`src/rtl/tbt_pkg.sv`:
```
`default_nettype none

package tbt_pkg;

  // Field widths of the request and result transfers.
  localparam int unsigned START_W = 20;
  localparam int unsigned COUNT_W = 13;
  localparam int unsigned OUT_W   = 21;

  // Size of the visited map and the longest request that is honoured.
  localparam int unsigned MAP_BLOCKS     = 1048576;
  localparam int unsigned MAX_REQ_BLOCKS = 4096;

  // Bitmap organisation: one memory word holds the flags of 64 blocks.
  localparam int unsigned WORD_BITS = 64;
  localparam int unsigned OFS_W     = $clog2(WORD_BITS);
  localparam int unsigned MAP_WORDS = MAP_BLOCKS / WORD_BITS;
  localparam int unsigned WORD_AW   = $clog2(MAP_WORDS);
  localparam int unsigned POP_W     = $clog2(WORD_BITS + 1);

  // Sequencer states.
  typedef enum logic [2:0] {
    ST_CLEAR,
    ST_IDLE,
    ST_READ,
    ST_MODIFY,
    ST_FLUSH
  } state_t;

endpackage

`default_nettype wire

```
`src/rtl/tbt_merge.sv`:
```
`default_nettype none

module tbt_merge (
  input  wire logic [tbt_pkg::WORD_BITS-1:0] old_word,
  input  wire logic [tbt_pkg::OFS_W-1:0]     lo_ofs,
  input  wire logic [tbt_pkg::OFS_W-1:0]     hi_ofs,
  output logic      [tbt_pkg::WORD_BITS-1:0] new_word,
  output logic      [tbt_pkg::POP_W-1:0]     added
);

  localparam int unsigned GROUPS = tbt_pkg::WORD_BITS / 8;

  logic [tbt_pkg::WORD_BITS-1:0] mask;
  logic [tbt_pkg::WORD_BITS-1:0] fresh;
  logic [3:0]                    grp_cnt [GROUPS];

  // Bits lo_ofs up to hi_ofs inclusive are covered within this word.
  assign mask = ({tbt_pkg::WORD_BITS{1'b1}} << lo_ofs)
              & ({tbt_pkg::WORD_BITS{1'b1}} >> (~hi_ofs));
  assign fresh    = mask & ~old_word;
  assign new_word = old_word | mask;

  // Count the newly set bits in groups of eight, then sum the groups.
  always_comb begin
    for (int g = 0; g < GROUPS; g++) begin
      grp_cnt[g] = '0;
      for (int b = 0; b < 8; b++) begin
        grp_cnt[g] = grp_cnt[g] + 4'(fresh[g*8 + b]);
      end
    end
  end

  always_comb begin
    added = '0;
    for (int g = 0; g < GROUPS; g++) begin
      added = added + tbt_pkg::POP_W'(grp_cnt[g]);
    end
  end

endmodule

`default_nettype wire

```
`config.mk`:
```
export PLATFORM = sky130hd
export DESIGN_NAME = tbt_merge
export DESIGN_NICKNAME = d
export VERILOG_FILES = /design/src/rtl/tbt_pkg.sv /design/src/rtl/tbt_merge.sv
export SDC_FILE = /design/constraint.sdc
export NUM_CORES = 1
export LEC_CHECK = 0
export ABC_AREA = 0
export BUFFER_PORTS_ARGS = -buffer_cell sky130_fd_sc_hd__buf_2
export CAP_MARGIN = 0
export CORE_MARGIN = 2
export CORE_UTILIZATION = 51
export DETAILED_ROUTE_END_ITERATION = 16
export PLACE_DENSITY = 0.86
export SLEW_MARGIN = 25
export SYNTH_ARGS = -nofsm -noshare
export SYNTH_HDL_FRONTEND = slang
export SYNTH_SLANG_ARGS = --single-unit
export TNS_END_PERCENT = 100
```
`constraint.sdc`:
```
create_clock -name vclk -period 13
set_clock_uncertainty 0.2 [all_clocks]
set_input_delay 2.6 -clock vclk [all_inputs]
set_output_delay 2.6 -clock vclk [all_outputs]
set_load 0.01 [all_outputs]
```
Yosys cells after proc, flatten, opt, wreduce, memory -nomap -nowiden --
Index checks and enable logic that the tools add are counted. W data, S select, Z words.
Word-level totals: output and inout port bits 71, register bits 0, memory bits (read-only) 0, word-level logic and storage cells 70, RAM bits 0, memories 0, bits in latches 0, input bits 76
Cells by class: order comparisons 0, bitwise gates (word level) 5, multiplexer cells 0, add/sub/neg operators 63, shifts and indexed selects 2, multiply operators 0, divide/modulo/power cells 0, equality and inequality tests 0, reductions and logical operators 0
Operators by type and width (number):
- $add A4 B1 Y4 | 32
- $and A64 B64 Y64 | 2
- $not A64 Y64 | 1
- $or A64 B64 Y64 | 1
- $shl A64 B6 Y64 const A | 1
- $shr A64 B6 Y64 const A | 1
- $add A3 B1 Y4 | 8
- $add A7 B4 Y7 | 4
- $add A2 B1 Y3 | 8
- $add A1 B1 Y2 | 8
- $add A6 B4 Y7 | 1
- $add A5 B4 Y6 | 1
- $not A6 Y6 | 1
- $add A4 B4 Y5 | 1

Longest topological paths before layout --
Gate-level depths: netlist of the first run.
depth after elaboration 18, gate-level depth with buffers 24, depth with buffers taken out 22

Worst setup path before layout of the first run --
OpenSTA, ideal clock, no wires.
kind input port to output port, start point input port lo_ofs[3] (netlist bit), end point output port added[6] (netlist bit), path slack 1337 ps, required time 10200 ps, stages on the path 23, arrival time 8863 ps, path buffers 2, cell sequence buf_2 buf_2 o21ai_0 o211ai_1 or2_2 fa_1 inv_1 fa_1 inv_1 fa_1 fa_1 fa_1 fa_1 fa_1 fa_1 inv_1 ha_1 inv_1 fa_1 nor2b_1 o31a_1 nor2_1 o21bai_1
Between the ends: cells in the longest elaborated chain, start to end 17, elaborated cells between the ends (all ways) 66, those cells by class 63 x add/sub; 1 x shift; 2 x bitwise
RTL lines:
- start, declared | line tbt_merge.sv:5 | input wire logic [tbt_pkg::OFS_W-1:0] lo_ofs,
- $shl A64 B6 Y64 (*) | line tbt_merge.sv:18 | assign mask = ({tbt_pkg::WORD_BITS{1'b1}} << lo_ofs)
- $and A64 B64 Y64 (*) | line tbt_merge.sv:19 | & ({tbt_pkg::WORD_BITS{1'b1}} >> (~hi_ofs));
- $and A64 B64 Y64 (*) | line tbt_merge.sv:20 | assign fresh = mask & ~old_word;
- $add A1 B1 Y2 | line tbt_merge.sv:28 | grp_cnt[g] = grp_cnt[g] + 4'(fresh[g*8 + b]);
- $add A2 B1 Y3 | line tbt_merge.sv:28
- $add A3 B1 Y4 | line tbt_merge.sv:28
- $add A4 B1 Y4 (4 in series) | line tbt_merge.sv:28
- $add A4 B4 Y5 | line tbt_merge.sv:36 | added = added + tbt_pkg::POP_W'(grp_cnt[g]);
- $add A5 B4 Y6 | line tbt_merge.sv:36
- $add A6 B4 Y7 | line tbt_merge.sv:36
- $add A7 B4 Y7 (3 in series) | line tbt_merge.sv:36
- $add A7 B4 Y7 (*) | line tbt_merge.sv:36
- end, declared | line tbt_merge.sv:8 | output logic [tbt_pkg::POP_W-1:0] added
Every way passes the cells marked *; elsewhere a longest branch is shown, timed or not.

Worst setup path after layout of the first run --
start point input port hi_ofs[5] (netlist bit), end point output port added[6] (netlist bit)
Between the ends: cells in the longest elaborated chain, start to end 18, elaborated cells between the ends (all ways) 67, those cells by class 63 x add/sub; 1 x shift; 3 x bitwise
RTL lines:
- start, declared | line tbt_merge.sv:6 | input wire logic [tbt_pkg::OFS_W-1:0] hi_ofs,
- $not A6 Y6 (*) | line tbt_merge.sv:19
- $shr A64 B6 Y64 (*) | line tbt_merge.sv:19
- $and A64 B64 Y64 (*) | line tbt_merge.sv:19
- $and A64 B64 Y64 (*) | line tbt_merge.sv:20
- $add A1 B1 Y2 | line tbt_merge.sv:28
- $add A2 B1 Y3 | line tbt_merge.sv:28
- $add A3 B1 Y4 | line tbt_merge.sv:28
- $add A4 B1 Y4 (4 in series) | line tbt_merge.sv:28
- $add A4 B4 Y5 | line tbt_merge.sv:36
- $add A5 B4 Y6 | line tbt_merge.sv:36
- $add A6 B4 Y7 | line tbt_merge.sv:36
- $add A7 B4 Y7 (3 in series) | line tbt_merge.sv:36
- $add A7 B4 Y7 (*) | line tbt_merge.sv:36
Marked as above.

==> results of run 1 <==
==> layout make-up <==
class                      instances  area share, %
tap                               77           2.33
multi-input combinational        370           74.6
inverter                          57           5.17
timing repair buffer             148           18.0
==> layer usage <==
layer | track usage [%] | vias up | wire length (µm) | share of wire (%)
li1 | - | 1747 | - | -
met1 | 43.1 | 1822 | 4670 | 39
met2 | 55.6 | 263 | 5650 | 47
met3 | 2.69 | 42 | 1070 | 9.0
met4 | 10.4 | 0 | 545 | 4.6
met5 | 0 | - | 0 | 0
==> synth_stat cells (3+ instances only) <==
cell type,number
ha_1,15
nand2_1,22
a21o_1,6
nor4_1,3
a31oi_1,4
o21ai_0,15
or2_2,44
and2_1,3
nand3_1,9
a211oi_1,10
or3_1,8
a31o_2,3
o21bai_1,5
o211ai_1,9
or2_1,3
a221oi_1,3
fa_1,54
a21oi_1,18
buf_2,16
nor2_1,35
inv_1,57
nand2b_1,52
nor3_1,6
a211o_1,4
o21a_1,3
nor2b_1,5
o31ai_1,3
clkbuf_1,6
==> metrics by stage <==
stage / total power [mW] / hold WS (ns) / utilization, % / instance area [µm²]
global placement: 0.415 / 5.27 / 64.5 / 4140
CTS: 0.428 / 5.28 / 64.5 / 4140
detailed placement: 0.427 / 5.28 / 64.5 / 4140
global route: 0.483 / 5.30 / 64.5 / 4140
finish: 0.428 / 5.28 / 64.5 / 4140
floorplan: 0.302 / 5.10 / - / 3430
==> logic make-up after synthesis <==
logic type / after synthesis / synth area share (%)
simple gates: 198 / 31.8
compound gates: 100 / 20.5
buf+inv: 81 / 9.90
fa+ha+maj: 69 / 37.0
xor+xnor: 3 / 0.767
==> power by group <==
part	leakage, nW	switching (mW)	internal (mW)
sequential	0	0	0
clock	0	0	0
combinational	1.97	0.238	0.189
total	1.97	0.238	0.189
==> final timing paths <==
kind	start	end	cells after the start
hold / removal	old_word[34]	new_word[34]	3
setup / recovery	hi_ofs[5]	added[6]	22
==> reports/metrics.csv, run 1 <==
stage,metric,value,unit
outcome,outcome,finished clean,
floorplan,ios,147,
placed_design,place_hpwl,10.2,mm
critical_path,crit_type,input port to output pin,
layout,drive_gt1_share,34.8,%
layout,fin_cells,652,
floorplan,start_util,53.3,%
global_route,grt_usage,32.4,%
global_route,antenna_found_initial,0,
run,drv_cap,0,
floorplan,rows,29,
layout,multiInputGateArea,0.00309,mm²
yosys,synth_area_leader_cell,fa_1,
timing,relSlewSlack,52.3,%
timing,finalSetupTns,0,ns
yosys,netlist.area_leader.share,31.6,%
layout,clock_buffers,0,
placed_design,place_ws,0.578,ns
timing,max_freq,79.9,MHz
yosys,synth_area_leaders,"fa_1 32%, nand2b_1 9.5%, or2_2 8.0%",
power,leakage,1.97,nW
critical_path,start_kind,input port,
critical_path,arrival,9.72,ns
layout,regArea,0,µm²
power,powerDensity,103,mW/mm²
floorplan,floorplan.die_area,0.00739,mm²
min_path,worst_hold_path_type,input port to output pin,
placed_design,gp_routability_congestion,1.06,
critical_path,cp_max_fo,26,
drt,wl_per_cell,18.3,µm
critical_path,cp.buffers_inverters,5,
floorplan,die_h,86.0,µm
yosys,ys_seq_area_share,0,%
yosys,synth_area,0.00343,mm²
drt,drc,0,
timing,hold_viol_final,0,
layout,final_cell_mix,"147 x buf_2, 57 x inv_1, 54 x fa_1",
placed_design,placedCellCount,652,
timing,drv_slew,0,
global_route,grt_pass1_vias,3862,
timing,worstMarginPinSlew,0.707,ns
floorplan,core,0.00642,mm²
layout,layout_commonest_cell,buf_2,
yosys,syn_inst,451,
drt,drt-total-wl,11.9,mm
timing,min_period_over_period,96.3,%
drt,firstDrtPassIters,5,
critical_path,slowest_stage,fa_1,
yosys,synth_warnings,0,
layout,seq_cell_count,0,
critical_path,slowest_delay,0.60,ns
critical_path,critPathRequiredTime,10.20,ns
drt,vias,3874,
global_route,overflow,0,
timing,final-setup-viol-count,0,
timing,rsz0062_at_grt,no,
placed_design,io_buffers,147,
critical_path,cp_cell_sequence,buf_2 -> inv_1 -> a21oi_1 -> o311ai_0 -> or2_2 -> fa_1 -> fa_1 -> fa_1 -> fa_1 -> fa_1 -> fa_1 -> fa_1 -> fa_1 -> inv_1 -> ha_1 -> inv_1 -> fa_1 -> nor2b_1 -> o31a_1 -> nor2_1 -> o21bai_1 -> buf_2,
layout,area_growth_syn_to_layout,20.9,%
layout,fillers,594,
critical_path,cpMostUsedCell,fa_1,
cts,cts_setup_buffers,0,
drt,ant_nets,0,
critical_path,critPathTopFamily,adder cells,
yosys,syn-num-nets,596,
drt,drt_iter0_markers,460,
global_route,grt_pass1_wl,18.9,mm
cts,ctsResizeCount,0,
timing,setup_ws,0.483,ns
layout,diodes,0,
timing,period_needed,12.52,ns
yosys,syn_area_per_cell,7.60,µm²
layout,num-nets-final,722,
power,vdd_ir_drop_max,0.113,mV
critical_path,crit_path_end_kind,output pin,
yosys,synth.distinct_cells,50,
floorplan,die_w,86.0,µm
global_route,grt_max_degree,28,
cts,cts_hold_buf,0,
drt,viasPerCell,5.94,
No activity file was read; power rests on OpenSTA's default activity.
==> inputs of run 2 (changes only) <==
--- a/config.mk
+++ b/config.mk
@@ -12,6 +12,7 @@
 export CORE_UTILIZATION = 51
 export DETAILED_ROUTE_END_ITERATION = 16
 export PLACE_DENSITY = 0.86
+export RECOVER_POWER = 25
 export SLEW_MARGIN = 25
 export SYNTH_ARGS = -nofsm -noshare
 export SYNTH_HDL_FRONTEND = slang
==> run 2 against run 1 <==
  * Critical path depth is the same
  * Global-route usage is the same
  * Largest power group unchanged
  * Hold slack improved by 0.0014 ns
  * Non-clock buffer count is the same
  * Highest routed layer unchanged
  * Sequential share of layout area did not move
  * Power shrank 0.41%
  * Setup slack worse by 0.0017 ns
==> reports/metrics.csv, run 2 (same netlist as run 1, synthesis figures left out) <==
stage,metric,value,unit,change
floorplan,floorplan.die_area,0.00739,mm²,unchanged
drt,wl_per_cell,18.5,µm,+0.94%
floorplan,die_h,86.0,µm,unchanged
layout,num-nets-final,722,,unchanged
global_route,grt_usage,32.4,%,unchanged
placed_design,place_hpwl,10.2,mm,unchanged
timing,max_freq,79.9,MHz,about the same
global_route,grt_pass1_wl,18.9,mm,unchanged
layout,seq_cell_count,0,,unchanged
layout,area_growth_syn_to_layout,20.3,%,
placed_design,io_buffers,147,,unchanged
global_route,grt_max_degree,28,,unchanged
drt,vias,3887,,+0.34%
floorplan,start_util,53.3,%,unchanged
min_path,hp-start,old_word[48],,
floorplan,ios,147,,unchanged
drt,drt_iter0_markers,500,,+8.7%
timing,worstMarginPinSlew,0.677,ns,-0.0300 ns
min_path,hold_depth,3,,unchanged
timing,final-setup-viol-count,0,,unchanged
floorplan,die_w,86.0,µm,unchanged
layout,fin_cells,652,,unchanged
floorplan,rows,29,,unchanged
cts,ctsResizeCount,0,,unchanged
layout,final_cell_mix,"136 x buf_2, 57 x inv_1, 54 x fa_1",,
cts,cts_hold_buf,0,,unchanged
cts,cts_setup_buffers,0,,unchanged
timing,period_needed,12.52,ns,+0.00173 ns
floorplan,core,0.00642,mm²,unchanged
timing,setup_ws,0.481,ns,-0.00173 ns
global_route,grt_pass1_vias,3862,,unchanged
critical_path,critPathRequiredTime,10.20,ns,about the same
critical_path,start_kind,input port,,
power,vdd_ir_drop_max,0.112,mV,-0.77%
drt,drc,0,,unchanged
timing,min_period_over_period,96.3,%,about the same
critical_path,crit_start,hi_ofs[5],,
outcome,outcome,finished clean,,
global_route,overflow,0,,unchanged
placed_design,gp_routability_congestion,1.06,,unchanged
timing,drv_slew,0,,unchanged
placed_design,place_ws,0.578,ns,unchanged
timing,rsz0062_at_grt,no,,
global_route,antenna_found_initial,0,,unchanged
critical_path,crit_type,input port to output pin,,
placed_design,placedCellCount,652,,unchanged
layout,fillers,606,,+2.0%
drt,viasPerCell,5.96,,+0.34%
layout,layout_commonest_cell,buf_2,,
critical_path,crit_path_end_kind,output pin,,
layout,regArea,0,µm²,unchanged
timing,relSlewSlack,54.3,%,+2.0 points
min_path,worst_hold_path_type,input port to output pin,,
power,leakage,1.94,nW,-1.6%
drt,firstDrtPassIters,5,,unchanged
layout,diodes,0,,unchanged
timing,hold_viol_final,0,,unchanged
layout,clock_buffers,0,,unchanged
critical_path,arrival,9.72,ns,about the same
power,powerDensity,103,mW/mm²,about the same
drt,drt-total-wl,12.1,mm,+0.94%
critical_path,cp_max_fo,26,,unchanged
drt,ant_nets,0,,unchanged
run,drv_cap,0,,unchanged
timing,finalSetupTns,0,ns,unchanged
layout,drive_gt1_share,32.5,%,-2.3 points
min_path,min_to,new_word[48],,
[run 2: cell count changes in the layout (fill, tap and decap cells not counted), sizes merged]
cell	previous run	this run
buf	148	136
clkbuf	0	12
[run 2: per-layer routing]
layer  up-vias  wire length (µm)  GRT usage, %
met5         -                 0             0
met3        34              1070          2.69
met2       265              5790          55.6
met4         0               471          10.4
li1       1750                 -             -
met1      1838              4720          43.1
[run 2: worst max path at each step]
stage	to	slack, ns
5_1_grt	added[6]	0.24
6_report	added[6]	0.48
3_3_place_gp	added[6]	0.71
3_5_place_dp	added[6]	0.58
2_1_floorplan	added[6]	1.34
4_1_cts	added[6]	0.58
[run 2: power by group]
| part | leakage [nW] | switching (mW) | internal (mW) |
|---|---|---|---|
| Combinational | 1.94 | 0.238 | 0.188 |
| Clock | 0 | 0 | 0 |
| Sequential | 0 | 0 | 0 |
| Total | 1.94 | 0.238 | 0.188 |
[run 2: layout make-up]
| type | count | area [µm²] | area share (%) |
|---|---|---|---|
| Tap cell | 77 | 96.3 | 2.34 |
| Multi-Input combinational cell | 370 | 3090 | 74.9 |
| Inverter | 57 | 214 | 5.19 |
| Timing Repair Buffer | 148 | 726 | 17.6 |
[run 2: stage by stage]
| stage | hold slack (ns) | util [%] | total power, mW | cell area [µm²] |
|---|---|---|---|---|
| after floorplan | 5.10 | - | 0.302 | 3430 |
| after global placement | 5.27 | 64.5 | 0.415 | 4140 |
| after detailed placement | 5.28 | 64.5 | 0.427 | 4140 |
| final | 5.28 | 64.2 | 0.426 | 4120 |
| after global routing | 5.30 | 64.2 | 0.483 | 4120 |
| after CTS | 5.28 | 64.5 | 0.428 | 4140 |
[run 2: critical path, stage by stage]
cell	delay, ns
buf_2	0.40
inv_1	0.24
a21oi_1	0.35
o311ai_0	0.32
or2_2	0.38
fa_1	0.55
fa_1	0.44
fa_1	0.52
fa_1	0.60
fa_1	0.46
fa_1	0.53
fa_1	0.52
fa_1	0.48
inv_1	0.07
ha_1	0.19
inv_1	0.06
fa_1	0.39
nor2b_1	0.17
o31a_1	0.16
nor2_1	0.04
o21bai_1	0.10
buf_2	0.14
